[src/rtl/core/msp_pkg.sv]
// Shared types, constants and decode functions of the melody player.
// Used by every module of the block; depends on nothing.
`default_nettype none

package msp_pkg;

	localparam int PERIOD_W  = 12;
	localparam int DUR_MS_W  = 12;
	localparam int DUR_US_W  = 22;
	localparam int PAUSE_W   = 5;
	localparam int HALF_W    = 11;
	localparam int US_W      = 10;
	localparam int DEF_DUR_W = 11;
	localparam int STEP_W    = 8;

	localparam int QUEUE_DEPTH_DEF = 4;

	localparam logic [US_W:0] US_PER_MS = 11'd1000;

	localparam logic [DEF_DUR_W-1:0] DEFAULT_DUR_RST = 11'd400;
	localparam logic [STEP_W-1:0]    DUR_STEP_RST    = 8'd200;

	// Register indexes on the configuration port.
	localparam logic REG_DEFAULT_DUR = 1'b0;
	localparam logic REG_DUR_STEP    = 1'b1;

	// Song characters.
	localparam logic [7:0] CH_UP_A  = 8'h41;
	localparam logic [7:0] CH_UP_G  = 8'h47;
	localparam logic [7:0] CH_LO_A  = 8'h61;
	localparam logic [7:0] CH_LO_G  = 8'h67;
	localparam logic [7:0] CH_0     = 8'h30;
	localparam logic [7:0] CH_9     = 8'h39;
	localparam logic [7:0] CH_PLUS  = 8'h2B;
	localparam logic [7:0] CH_DOT   = 8'h2E;
	localparam logic [7:0] CH_UNDER = 8'h5F;

	localparam logic [PAUSE_W-1:0] PAUSE_NONE  = 5'd0;
	localparam logic [PAUSE_W-1:0] PAUSE_SHORT = 5'd5;
	localparam logic [PAUSE_W-1:0] PAUSE_MID   = 5'd20;
	localparam logic [PAUSE_W-1:0] PAUSE_LONG  = 5'd30;

	// Tone periods in microseconds: upper-case octave first, then lower case.
	localparam logic [PERIOD_W-1:0] TONE_TABLE [0:13] = '{
		12'd2272, 12'd2024, 12'd3816, 12'd3401, 12'd3030, 12'd2865, 12'd2551,
		12'd1136, 12'd1012, 12'd1912, 12'd1703, 12'd1517, 12'd1432, 12'd1275
	};

	typedef struct packed {
		logic       operation;
		logic [7:0] song_byte;
	} item_t;

	typedef struct packed {
		logic speaker_level;
		logic busy_res;
		logic byte_rejected;
	} result_t;

	typedef struct packed {
		logic [DEF_DUR_W-1:0] default_dur_ms;
		logic [STEP_W-1:0]    dur_step_ms;
	} cfg_t;

	// A classified transaction as it travels from the front end to the back end.
	typedef struct packed {
		logic                tick;
		logic                end_mark;
		logic [PERIOD_W-1:0] period_us;
		logic [DUR_MS_W-1:0] dur_ms;
		logic [DUR_US_W-1:0] dur_us;
		logic [PAUSE_W-1:0]  pause_ms;
	} cls_t;

	typedef enum logic [2:0] {
		PH_IDLE,
		PH_HIGH,
		PH_LOW,
		PH_REST,
		PH_PAUSE
	} phase_t;

	typedef enum logic [1:0] {
		POS_NOTE,
		POS_DUR,
		POS_PAUSE
	} grp_pos_t;

	function automatic logic [PERIOD_W-1:0] tone_period(input logic [7:0] b);
		logic [7:0]          off;
		logic [PERIOD_W-1:0] p;
		off = 8'd0;
		p   = '0;
		if (b >= CH_UP_A && b <= CH_UP_G) begin
			off = b - CH_UP_A;
			p   = TONE_TABLE[off[3:0]];
		end else if (b >= CH_LO_A && b <= CH_LO_G) begin
			off = b - CH_LO_A + 8'd7;
			p   = TONE_TABLE[off[3:0]];
		end
		return p;
	endfunction

	function automatic logic [PAUSE_W-1:0] pause_length(input logic [7:0] b);
		logic [PAUSE_W-1:0] p;
		unique case (b)
			CH_PLUS:  p = PAUSE_NONE;
			CH_DOT:   p = PAUSE_MID;
			CH_UNDER: p = PAUSE_LONG;
			default:  p = PAUSE_SHORT;
		endcase
		return p;
	endfunction

endpackage

`default_nettype wire

[src/rtl/core/msp_regs.sv]
// Configuration registers of the melody player behind a simple APB-style port.
// Depends on msp_pkg for the register indexes and reset values.
`default_nettype none

module msp_regs
	import msp_pkg::*;
(
	input  wire logic        clk,
	input  wire logic        arst_n,
	input  wire logic        psel,
	input  wire logic        penable,
	input  wire logic        pwrite,
	input  wire logic        reg_index,
	input  wire logic [31:0] pwdata,
	output logic [31:0]      prdata,
	output logic             pready,
	output cfg_t             cfg
);

	logic [DEF_DUR_W-1:0] default_dur_q;
	logic [STEP_W-1:0]    dur_step_q;
	logic                 wr_en;

	assign pready = 1'b1;
	assign wr_en  = psel && penable && pwrite && pready;

	always_ff @(posedge clk or negedge arst_n) begin
		if (!arst_n) begin
			default_dur_q <= DEFAULT_DUR_RST;
			dur_step_q    <= DUR_STEP_RST;
		end else if (wr_en) begin
			unique case (reg_index)
				REG_DEFAULT_DUR: default_dur_q <= pwdata[DEF_DUR_W-1:0];
				REG_DUR_STEP:    dur_step_q    <= pwdata[STEP_W-1:0];
				default:         default_dur_q <= default_dur_q;
			endcase
		end
	end

	always_comb begin
		unique case (reg_index)
			REG_DEFAULT_DUR: prdata = 32'(default_dur_q);
			REG_DUR_STEP:    prdata = 32'(dur_step_q);
			default:         prdata = '0;
		endcase
	end

	assign cfg.default_dur_ms = default_dur_q;
	assign cfg.dur_step_ms    = dur_step_q;

endmodule

`default_nettype wire

[src/rtl/core/msp_front.sv]
// Front end of the melody player: accepts transactions and classifies song bytes
// in two pipeline stages. Depends on msp_pkg for types and decode functions.
`default_nettype none

module msp_front
	import msp_pkg::*;
(
	input  wire logic  clk,
	input  wire logic  arst_n,
	input  wire logic  item_valid,
	output logic       item_ready,
	input  wire item_t item,
	input  wire cfg_t  cfg,
	output logic       cls_valid,
	input  wire logic  cls_ready,
	output cls_t       cls
);

	logic                valid_s1;
	logic                tick_s1;
	logic                end_mark_s1;
	logic [PERIOD_W-1:0] period_s1;
	logic [DUR_MS_W-1:0] dur_ms_s1;
	logic [PAUSE_W-1:0]  pause_s1;

	logic valid_s2;
	cls_t cls_s2;

	logic                adv_s1;
	logic                adv_s2;
	logic [7:0]          digit;
	logic [DUR_MS_W-1:0] dur_ms;

	assign adv_s2     = !valid_s2 || cls_ready;
	assign adv_s1     = !valid_s1 || adv_s2;
	assign item_ready = adv_s1;

	// A digit scales the step; anything else takes the default length.
	assign digit = item.song_byte - CH_0;

	always_comb begin
		if (item.song_byte >= CH_0 && item.song_byte <= CH_9) begin
			dur_ms = DUR_MS_W'(digit[3:0]) * DUR_MS_W'(cfg.dur_step_ms);
		end else begin
			dur_ms = DUR_MS_W'(cfg.default_dur_ms);
		end
	end

	always_ff @(posedge clk or negedge arst_n) begin
		if (!arst_n) begin
			valid_s1 <= 1'b0;
			valid_s2 <= 1'b0;
		end else begin
			if (adv_s1) begin
				valid_s1 <= item_valid;
			end
			if (adv_s2) begin
				valid_s2 <= valid_s1;
			end
		end
	end

	always_ff @(posedge clk) begin
		if (adv_s1 && item_valid) begin
			tick_s1     <= item.operation;
			end_mark_s1 <= (item.song_byte == 8'd0);
			period_s1   <= tone_period(item.song_byte);
			dur_ms_s1   <= dur_ms;
			pause_s1    <= pause_length(item.song_byte);
		end
		if (adv_s2 && valid_s1) begin
			cls_s2.tick      <= tick_s1;
			cls_s2.end_mark  <= end_mark_s1;
			cls_s2.period_us <= period_s1;
			cls_s2.dur_ms    <= dur_ms_s1;
			cls_s2.dur_us    <= DUR_US_W'(dur_ms_s1) * DUR_US_W'(US_PER_MS);
			cls_s2.pause_ms  <= pause_s1;
		end
	end

	assign cls_valid = valid_s2;
	assign cls       = cls_s2;

endmodule

`default_nettype wire

[src/rtl/core/msp_queue.sv]
// Short first-in first-out queue of classified transactions between the two ends.
// Depends on msp_pkg for the entry type.
`default_nettype none

module msp_queue
	import msp_pkg::*;
#(
	parameter int DEPTH = QUEUE_DEPTH_DEF
) (
	input  wire logic clk,
	input  wire logic arst_n,
	input  wire logic push_valid,
	output logic      push_ready,
	input  wire cls_t push_data,
	output logic      pop_valid,
	input  wire logic pop_ready,
	output cls_t      pop_data
);

	localparam int PTR_W = (DEPTH > 1) ? $clog2(DEPTH) : 1;
	localparam int CNT_W = $clog2(DEPTH + 1);

	cls_t             entries_q [DEPTH];
	logic [PTR_W-1:0] wr_ptr_q;
	logic [PTR_W-1:0] rd_ptr_q;
	logic [CNT_W-1:0] count_q;
	logic             push;
	logic             pop;

	assign push_ready = (count_q != CNT_W'(DEPTH));
	assign pop_valid  = (count_q != '0);
	assign push       = push_valid && push_ready;
	assign pop        = pop_valid && pop_ready;
	assign pop_data   = entries_q[rd_ptr_q];

	always_ff @(posedge clk) begin
		if (push) begin
			entries_q[wr_ptr_q] <= push_data;
		end
	end

	always_ff @(posedge clk or negedge arst_n) begin
		if (!arst_n) begin
			wr_ptr_q <= '0;
			rd_ptr_q <= '0;
			count_q  <= '0;
		end else begin
			if (push) begin
				wr_ptr_q <= (wr_ptr_q == PTR_W'(DEPTH - 1)) ? '0 : wr_ptr_q + 1'b1;
			end
			if (pop) begin
				rd_ptr_q <= (rd_ptr_q == PTR_W'(DEPTH - 1)) ? '0 : rd_ptr_q + 1'b1;
			end
			if (push && !pop) begin
				count_q <= count_q + 1'b1;
			end else if (pop && !push) begin
				count_q <= count_q - 1'b1;
			end
		end
	end

endmodule

`default_nettype wire

[src/rtl/core/msp_back.sv]
// Back end of the melody player: group assembly, tone and pause timing, and the
// result register. Depends on msp_pkg for types and constants.
`default_nettype none

module msp_back
	import msp_pkg::*;
(
	input  wire logic clk,
	input  wire logic arst_n,
	input  wire logic cls_valid,
	output logic      cls_ready,
	input  wire cls_t cls,
	output logic      result_valid,
	input  wire logic result_ready,
	output result_t   result
);

	phase_t              phase_q, phase_d;
	grp_pos_t            pos_q, pos_d;
	logic                pin_q, pin_d;
	logic [PERIOD_W-1:0] period_q, period_d;
	logic [DUR_MS_W-1:0] dur_ms_q, dur_ms_d;
	logic [DUR_US_W-1:0] dur_us_q, dur_us_d;
	logic [PAUSE_W-1:0]  pause_q, pause_d;
	logic [HALF_W-1:0]   half_q, half_d;
	logic [DUR_US_W-1:0] elapsed_q, elapsed_d;
	logic [US_W-1:0]     us_q, us_d;
	logic [DUR_MS_W-1:0] ms_left_q, ms_left_d;

	logic                result_valid_q;
	result_t             result_q;

	logic                pop;
	logic                byte_take;
	logic                start_grp;
	logic                start_tone;
	logic                start_rest;
	logic                start_pause;
	logic [HALF_W:0]     hp_inc;
	logic                hp_done;
	logic [DUR_US_W-1:0] elapsed_sum;
	logic                tone_more;
	logic [US_W:0]       us_inc;
	logic                ms_wrap;
	logic [DUR_MS_W-1:0] ms_dec;
	logic                ms_end;
	phase_t              pause_phase;

	assign cls_ready = !result_valid_q || result_ready;
	assign pop       = cls_valid && cls_ready;

	assign byte_take   = !cls.tick && (phase_q == PH_IDLE);
	assign start_grp   = byte_take && !cls.end_mark && (pos_q != POS_NOTE) && (pos_q != POS_DUR);
	assign start_tone  = start_grp && (period_q != '0) && (dur_ms_q != '0);
	assign start_rest  = start_grp && (period_q == '0) && (dur_ms_q != '0);
	assign start_pause = start_grp && (dur_ms_q == '0);

	// Half-period counting; an odd period loses its odd microsecond per period.
	assign hp_inc      = {1'b0, half_q} + 1'b1;
	assign hp_done     = hp_inc >= {1'b0, period_q[PERIOD_W-1:1]};
	assign elapsed_sum = elapsed_q + DUR_US_W'(period_q);
	assign tone_more   = elapsed_sum < dur_us_q;

	// Millisecond counting for rests and pauses.
	assign us_inc  = {1'b0, us_q} + 1'b1;
	assign ms_wrap = us_inc >= US_PER_MS;
	assign ms_dec  = (ms_left_q != '0) ? ms_left_q - 1'b1 : '0;
	assign ms_end  = (ms_dec == '0);

	assign pause_phase = (pause_q != '0) ? PH_PAUSE : PH_IDLE;

	// Next play phase.
	always_comb begin
		phase_d = phase_q;
		if (pop) begin
			if (!cls.tick) begin
				if (start_tone) begin
					phase_d = PH_HIGH;
				end else if (start_rest) begin
					phase_d = PH_REST;
				end else if (start_pause) begin
					phase_d = (cls.pause_ms != '0) ? PH_PAUSE : PH_IDLE;
				end
			end else begin
				unique case (phase_q)
					PH_HIGH: begin
						if (hp_done) phase_d = PH_LOW;
					end
					PH_LOW: begin
						if (hp_done) phase_d = tone_more ? PH_HIGH : pause_phase;
					end
					PH_REST: begin
						if (ms_wrap && ms_end) phase_d = pause_phase;
					end
					PH_PAUSE: begin
						if (ms_wrap && ms_end) phase_d = PH_IDLE;
					end
					default: phase_d = PH_IDLE;
				endcase
			end
		end
	end

	// Group fields, counters and the pin.
	always_comb begin
		pos_d     = pos_q;
		pin_d     = pin_q;
		period_d  = period_q;
		dur_ms_d  = dur_ms_q;
		dur_us_d  = dur_us_q;
		pause_d   = pause_q;
		half_d    = half_q;
		elapsed_d = elapsed_q;
		us_d      = us_q;
		ms_left_d = ms_left_q;
		if (pop) begin
			if (!cls.tick) begin
				if (byte_take) begin
					if (cls.end_mark) begin
						pos_d = POS_NOTE;
					end else begin
						unique case (pos_q)
							POS_NOTE: begin
								period_d = cls.period_us;
								pos_d    = POS_DUR;
							end
							POS_DUR: begin
								dur_ms_d = cls.dur_ms;
								dur_us_d = cls.dur_us;
								pos_d    = POS_PAUSE;
							end
							default: begin
								pause_d   = cls.pause_ms;
								pos_d     = POS_NOTE;
								elapsed_d = '0;
								half_d    = '0;
								us_d      = '0;
								if (start_tone) begin
									pin_d = 1'b1;
								end else if (start_rest) begin
									pin_d     = 1'b0;
									ms_left_d = dur_ms_q;
								end else begin
									pin_d     = 1'b0;
									ms_left_d = DUR_MS_W'(cls.pause_ms);
								end
							end
						endcase
					end
				end
			end else begin
				unique case (phase_q)
					PH_HIGH: begin
						half_d = hp_done ? '0 : hp_inc[HALF_W-1:0];
						if (hp_done) pin_d = 1'b0;
					end
					PH_LOW: begin
						half_d = hp_done ? '0 : hp_inc[HALF_W-1:0];
						if (hp_done) begin
							elapsed_d = elapsed_sum;
							if (tone_more) begin
								pin_d = 1'b1;
							end else begin
								pin_d     = 1'b0;
								us_d      = '0;
								ms_left_d = DUR_MS_W'(pause_q);
							end
						end
					end
					PH_REST, PH_PAUSE: begin
						if (ms_wrap) begin
							us_d      = '0;
							ms_left_d = ms_dec;
							if (ms_end) begin
								pin_d = 1'b0;
								if (phase_q == PH_REST) ms_left_d = DUR_MS_W'(pause_q);
							end
						end else begin
							us_d = us_inc[US_W-1:0];
						end
					end
					default: pin_d = 1'b0;
				endcase
			end
		end
	end

	always_ff @(posedge clk or negedge arst_n) begin
		if (!arst_n) begin
			phase_q   <= PH_IDLE;
			pos_q     <= POS_NOTE;
			pin_q     <= 1'b0;
			period_q  <= '0;
			dur_ms_q  <= '0;
			dur_us_q  <= '0;
			pause_q   <= '0;
			half_q    <= '0;
			elapsed_q <= '0;
			us_q      <= '0;
			ms_left_q <= '0;
		end else begin
			phase_q   <= phase_d;
			pos_q     <= pos_d;
			pin_q     <= pin_d;
			period_q  <= period_d;
			dur_ms_q  <= dur_ms_d;
			dur_us_q  <= dur_us_d;
			pause_q   <= pause_d;
			half_q    <= half_d;
			elapsed_q <= elapsed_d;
			us_q      <= us_d;
			ms_left_q <= ms_left_d;
		end
	end

	always_ff @(posedge clk or negedge arst_n) begin
		if (!arst_n) begin
			result_valid_q <= 1'b0;
		end else if (cls_ready) begin
			result_valid_q <= cls_valid;
		end
	end

	always_ff @(posedge clk) begin
		if (pop) begin
			result_q.speaker_level <= pin_d;
			result_q.busy_res      <= (phase_d != PH_IDLE);
			result_q.byte_rejected <= !cls.tick && (phase_q != PH_IDLE);
		end
	end

	assign result_valid = result_valid_q;
	assign result       = result_q;

endmodule

`default_nettype wire

[src/rtl/core/melody_string_tone_player.sv]
// Square-wave melody player, top level. Transactions on the item channel are
// either a song byte or a one-microsecond tick; every item yields exactly one
// result transaction carrying the speaker level, a busy flag and a flag for a
// byte dropped while a note, rest or pause was playing. Bytes are taken in
// groups of three (note letter, duration digit, pause mark) and a zero byte
// discards a partial group. The block sustains one item per clock cycle on
// both channels: the front end decodes each byte in two pipeline stages (a
// table look-up and a digit-by-step multiplication, then the conversion of
// the duration to microseconds), a queue of QUEUE_DEPTH entries sits between
// front and back, and the back end applies one item per cycle to the play
// state and loads the result register while results are taken. Results
// pass the front-end stages, the queue and the result register. The two
// configuration registers (default duration at byte address 0, duration step
// at 4) are read and written over the APB-style port, which never inserts
// wait states; they are meant to be written only while no item is in flight.
// The file depends on msp_pkg, msp_regs, msp_front, msp_queue and msp_back.
`default_nettype none

module melody_string_tone_player
	import msp_pkg::*;
#(
	parameter int QUEUE_DEPTH = QUEUE_DEPTH_DEF
) (
	input  wire logic        clk,
	input  wire logic        arst_n,

	// Item channel: song bytes and microsecond ticks.
	input  wire logic        item_valid,
	output logic             item_ready,
	input  wire item_t       item,

	// Result channel: one transaction per item.
	output logic             result_valid,
	input  wire logic        result_ready,
	output result_t          result,

	// Configuration port.
	input  wire logic        psel,
	input  wire logic        penable,
	input  wire logic        pwrite,
	input  wire logic [2:0]  paddr,
	input  wire logic [31:0] pwdata,
	output logic [31:0]      prdata,
	output logic             pready
);

	cfg_t cfg;

	// Front end to queue.
	logic fq_valid;
	logic fq_ready;
	cls_t fq_data;

	// Queue to back end.
	logic qb_valid;
	logic qb_ready;
	cls_t qb_data;

	// Registers are word aligned, so the word index is the third address bit.
	msp_regs u_regs (
		.clk       (clk),
		.arst_n    (arst_n),
		.psel      (psel),
		.penable   (penable),
		.pwrite    (pwrite),
		.reg_index (paddr[2]),
		.pwdata    (pwdata),
		.prdata    (prdata),
		.pready    (pready),
		.cfg       (cfg)
	);

	// The front end classifies every byte for all three group positions at
	// once; the back end picks the field that its group position asks for.
	msp_front u_front (
		.clk        (clk),
		.arst_n     (arst_n),
		.item_valid (item_valid),
		.item_ready (item_ready),
		.item       (item),
		.cfg        (cfg),
		.cls_valid  (fq_valid),
		.cls_ready  (fq_ready),
		.cls        (fq_data)
	);

	msp_queue #(
		.DEPTH (QUEUE_DEPTH)
	) u_queue (
		.clk        (clk),
		.arst_n     (arst_n),
		.push_valid (fq_valid),
		.push_ready (fq_ready),
		.push_data  (fq_data),
		.pop_valid  (qb_valid),
		.pop_ready  (qb_ready),
		.pop_data   (qb_data)
	);

	// The back end holds all play state; it stalls only when its result
	// register is full and the consumer is not taking the transaction.
	msp_back u_back (
		.clk          (clk),
		.arst_n       (arst_n),
		.cls_valid    (qb_valid),
		.cls_ready    (qb_ready),
		.cls          (qb_data),
		.result_valid (result_valid),
		.result_ready (result_ready),
		.result       (result)
	);

endmodule

`default_nettype wire

[config.mk]
export PLATFORM = sky130hd
export DESIGN_NAME = melody_string_tone_player
export DESIGN_NICKNAME = d
export VERILOG_FILES = /design/src/rtl/core/msp_pkg.sv /design/src/rtl/core/msp_regs.sv /design/src/rtl/core/msp_front.sv /design/src/rtl/core/msp_queue.sv /design/src/rtl/core/msp_back.sv /design/src/rtl/core/melody_string_tone_player.sv
export SDC_FILE = /design/constraint.sdc
export NUM_CORES = 1
export LEC_CHECK = 0
export ABC_AREA = 1
export BUFFER_PORTS_ARGS = -buffer_cell sky130_fd_sc_hd__buf_2
export CORE_ASPECT_RATIO = 2
export CORE_UTILIZATION = 41
export CTS_BUF_LIST = sky130_fd_sc_hd__clkbuf_4 sky130_fd_sc_hd__clkbuf_8
export CTS_CLUSTER_SIZE = 8
export DETAILED_ROUTE_END_ITERATION = 12
export PLACE_DENSITY = 0.6
export SLEW_MARGIN = 10
export SYNTH_ARGS = -nofsm -noshare
export SYNTH_HDL_FRONTEND = slang
export SYNTH_SLANG_ARGS = --single-unit
export TNS_END_PERCENT = 10
[constraint.sdc]
create_clock -name clk -period 4.7 [get_ports clk]
set_clock_uncertainty 0.1 [all_clocks]
set_input_delay 0.235 -clock clk [delete_from_list [all_inputs] [get_ports clk]]
set_output_delay 0.235 -clock clk [all_outputs]
set_load 0.02 [all_outputs]
==> reports/metrics.yaml <==
synth_edf_count: 268
cp.arrival_ns: 4.74
async_flop_share: 0.335
grtUsageTotal: 0.189
worstPathRequired_ns: 4.97
syn-cell-area_um2: 21600
grt_max_degree: 86
netlist_instances: 2172
tightest_slew_ns: 1.05
rows: 118
drt_pass1_iterations: 7
yosysMostFrequentCell: "nand2_1"
place_hpwl_mm: 36.2
max_freq_mhz: 224
period_needed_ns: 4.47
synth_top_cell_by_area: "edfxtp_1"
design_area_um2: 24200
cts_tree: "built"
slowest_stage: "fa_1"
drv_cap: 0
leakagePower_nw: 10.7
synth_ff_type: "edfxtp_1"
slew_viol_final: 0
wl_mm: 49.2
initial_utilization: 0.416
rsz0062_at_grt: "no"
hold_class: "in2async"
clk_path_buf_depth: 3
cp_cell_sequence: "fa_1 > fa_1 > fa_1 > fa_1 > ha_1 > nand2_1 > o21ai_0 > a41oi_1 > o21ai_1 > nand3_1 > o21ai_0 > xor2_1"
fin_util: 0.467
r2r-end: "u_front.cls[25]"
critPathMostFrequentCell: "fa_1"
core_area_um2: 51800
die-height_um: 326
finalSetupViolations: 0
ys_seq_elements: 403
antenna_found_initial: 1
startpoint: "u_front.dur_ms_s1[3]"
synth_cell_types: 64
crit_path_max_incr_delay_ns: 0.58
synth.top_cell.area_share: 0.373
fin_tns_setup_ns: 0
clockRootBuffer: "clkbuf_8"
place_area_um2: 22700
r2r_slack_ns: 0.23
vias: 15400
io_pins: 89
powerDensity_nw_per_um2: 699
die_area_um2: 53600
crit_end: "u_front.cls[25]"
first_iter_violations: 724
drc: 0
critPathCaptureType: "register"
ys_seq_area_frac: 0.530
synthToLayoutAreaGrowth_pct: 12.2
drive_gt1_frac: 0.120
peakVddDrop_mv: 0.359
outcome: "complete, no violations"
setup.worst_path.start_class: "register"
reg2reg_from: "u_front.dur_ms_s1[3]"
vias_per_cell: 5.13
avgRoutedWirePerCell_um: 16.4
ys.warnings.count: 0
instances_no_fill: 3002
critPathMaxFanout: 7
die_w_um: 164
cts_made_buffers: 59
insertion_delay_ns: 0.64
reg2reg_depth: 12
cts_max_level: 2
grt_pass1_vias: 15800
worst-setup-path-type: "reg2reg"
overflow: 0
netlist_top_cells_area: "edfxtp_1 37%, dfrtp_1 15%, ha_1 7.1%, nand2_1 6.3%, fa_1 4.8%"
nets: 2517
slew_headroom: 0.299
gp_congestion: 0.899
grt_pass1_wl_mm: 79.2
cts_sinks: 403
dp_cells: 2868
min_period_over_period: 0.951
path_clk_slew_ns: 0.06
avgSynthCellArea_um2: 9.92
io_buffers: 43
antenna_left: 0
synth_commonest_cells: "361 x nand2_1, 275 x inv_1, 268 x edfxtp_1"
hold_viol_final: 0
[layer usage]
metal,global-route usage,part of all wire,vias up
met5,0,0,-
met1,0.180,0.35,7412
met2,0.376,0.57,343
met4,0.111,0.056,0
met3,0.0208,0.030,132
li1,-,-,7519
[sequential cells by signal (all words and copies together) (netlist names), 8 cells and up]
register	count
u_regs.dur_step_q	8
u_regs.default_dur_q	11
u_front.dur_ms_s1	12
u_queue.entries_q	188
u_back.dur_us_q	17
u_back.dur_ms_q	12
u_front.period_s1	12
u_back.half_q	11
u_back.us_q	10
u_front.cls	47
u_back.period_q	12
u_back.elapsed_q	22
u_back.ms_left_q	12
[layout by cell type (no fill, tap or decap), types with 13 or more instances in the layout]
cell type | synthesis | final
nand2_1 | 361 | 361
clkbuf_4 | 0 | 41
o22ai_1 | 57 | 57
a21oi_1 | 95 | 93
edfxtp_1 | 268 | 268
ha_1 | 122 | 122
fa_1 | 52 | 52
xnor2_1 | 13 | 13
conb_1 | 2 | 22
dlygate4sd3_1 | 0 | 22
inv_1 | 275 | 273
nand4_1 | 16 | 16
nand3_1 | 79 | 78
o21ai_0 | 201 | 200
buf_2 | 12 | 42
xor2_1 | 43 | 42
dfrtp_1 | 129 | 128
buf_4 | 25 | 59
nor2_1 | 234 | 229
clkbuf_8 | 0 | 64
nor3_1 | 15 | 15
[kinds of logic after synthesis]
kind of cell | synth area share
AOI/OAI and AO/OA | 0.110
xor gates and xnor gates | 0.0228
adders and majority gates | 0.119
buffers and inverters | 0.0702
DFF | 0.530
muxes | 0.00145
other | 0.000348
and+or+nand+nor | 0.146
[per-stage QoR]
stage          power, mW  hold slack (ns)  setup WS, ns
3_5_place_dp        14.1            0.161        0.0836
3_3_place_gp        13.7            0.158         0.122
6_report            16.9           0.0229         0.228
5_1_grt             18.3           0.0860       0.00507
4_1_cts             17.1           0.0447        0.0385
2_1_floorplan       11.7           -0.161         0.469
[worst max-delay path: cells and delay by family (launching register included)]
family          cells  cell delay (ns)
flops               1             0.57
fa+ha+maj           5             2.47
xor+xnor            1             0.09
compound gates      4             0.76
simple gates        2             0.23
[what timing repair did]
item,in CTS,in global routing
hold endpoints to repair,88,0
endpoints found under the setup margin,0,24
gates resized for setup,0,7
setup buffers,0,1
hold buffers,22,0
[where the power goes]
part           internal, mW  switching [mW]  total, mW
sequential             5.31           0.678       5.99
combinational          2.92            5.08       8.00
clock                  1.58            1.35       2.93
total                  9.81            7.11       16.9
[how the worst min path moves through the flow]
stage / to / slack [ns] / depth (start not counted)
after floorplan: u_back.dur_ms_q[0] / -0.16 / 0
after global placement: u_back.elapsed_q[21] / 0.16 / 1
after detailed placement: u_back.elapsed_q[21] / 0.16 / 1
after CTS: u_back.elapsed_q[21] / 0.04 / 2
after global routing: u_back.elapsed_q[21] / 0.09 / 2
final: u_back.elapsed_q[21] / 0.02 / 2
[layout make-up]
class                      instances  area [um^2]
tap                              660          826
timing repair buffer             124          885
sequential                       403        11400
antenna                            1         2.50
clock buffer                     105         1190
fill                            4783        27600
multi-input combinational       1419         8740
inverter                         285         1070
clock inverter                     5         40.0
Power figures use the tool's default switching activity.
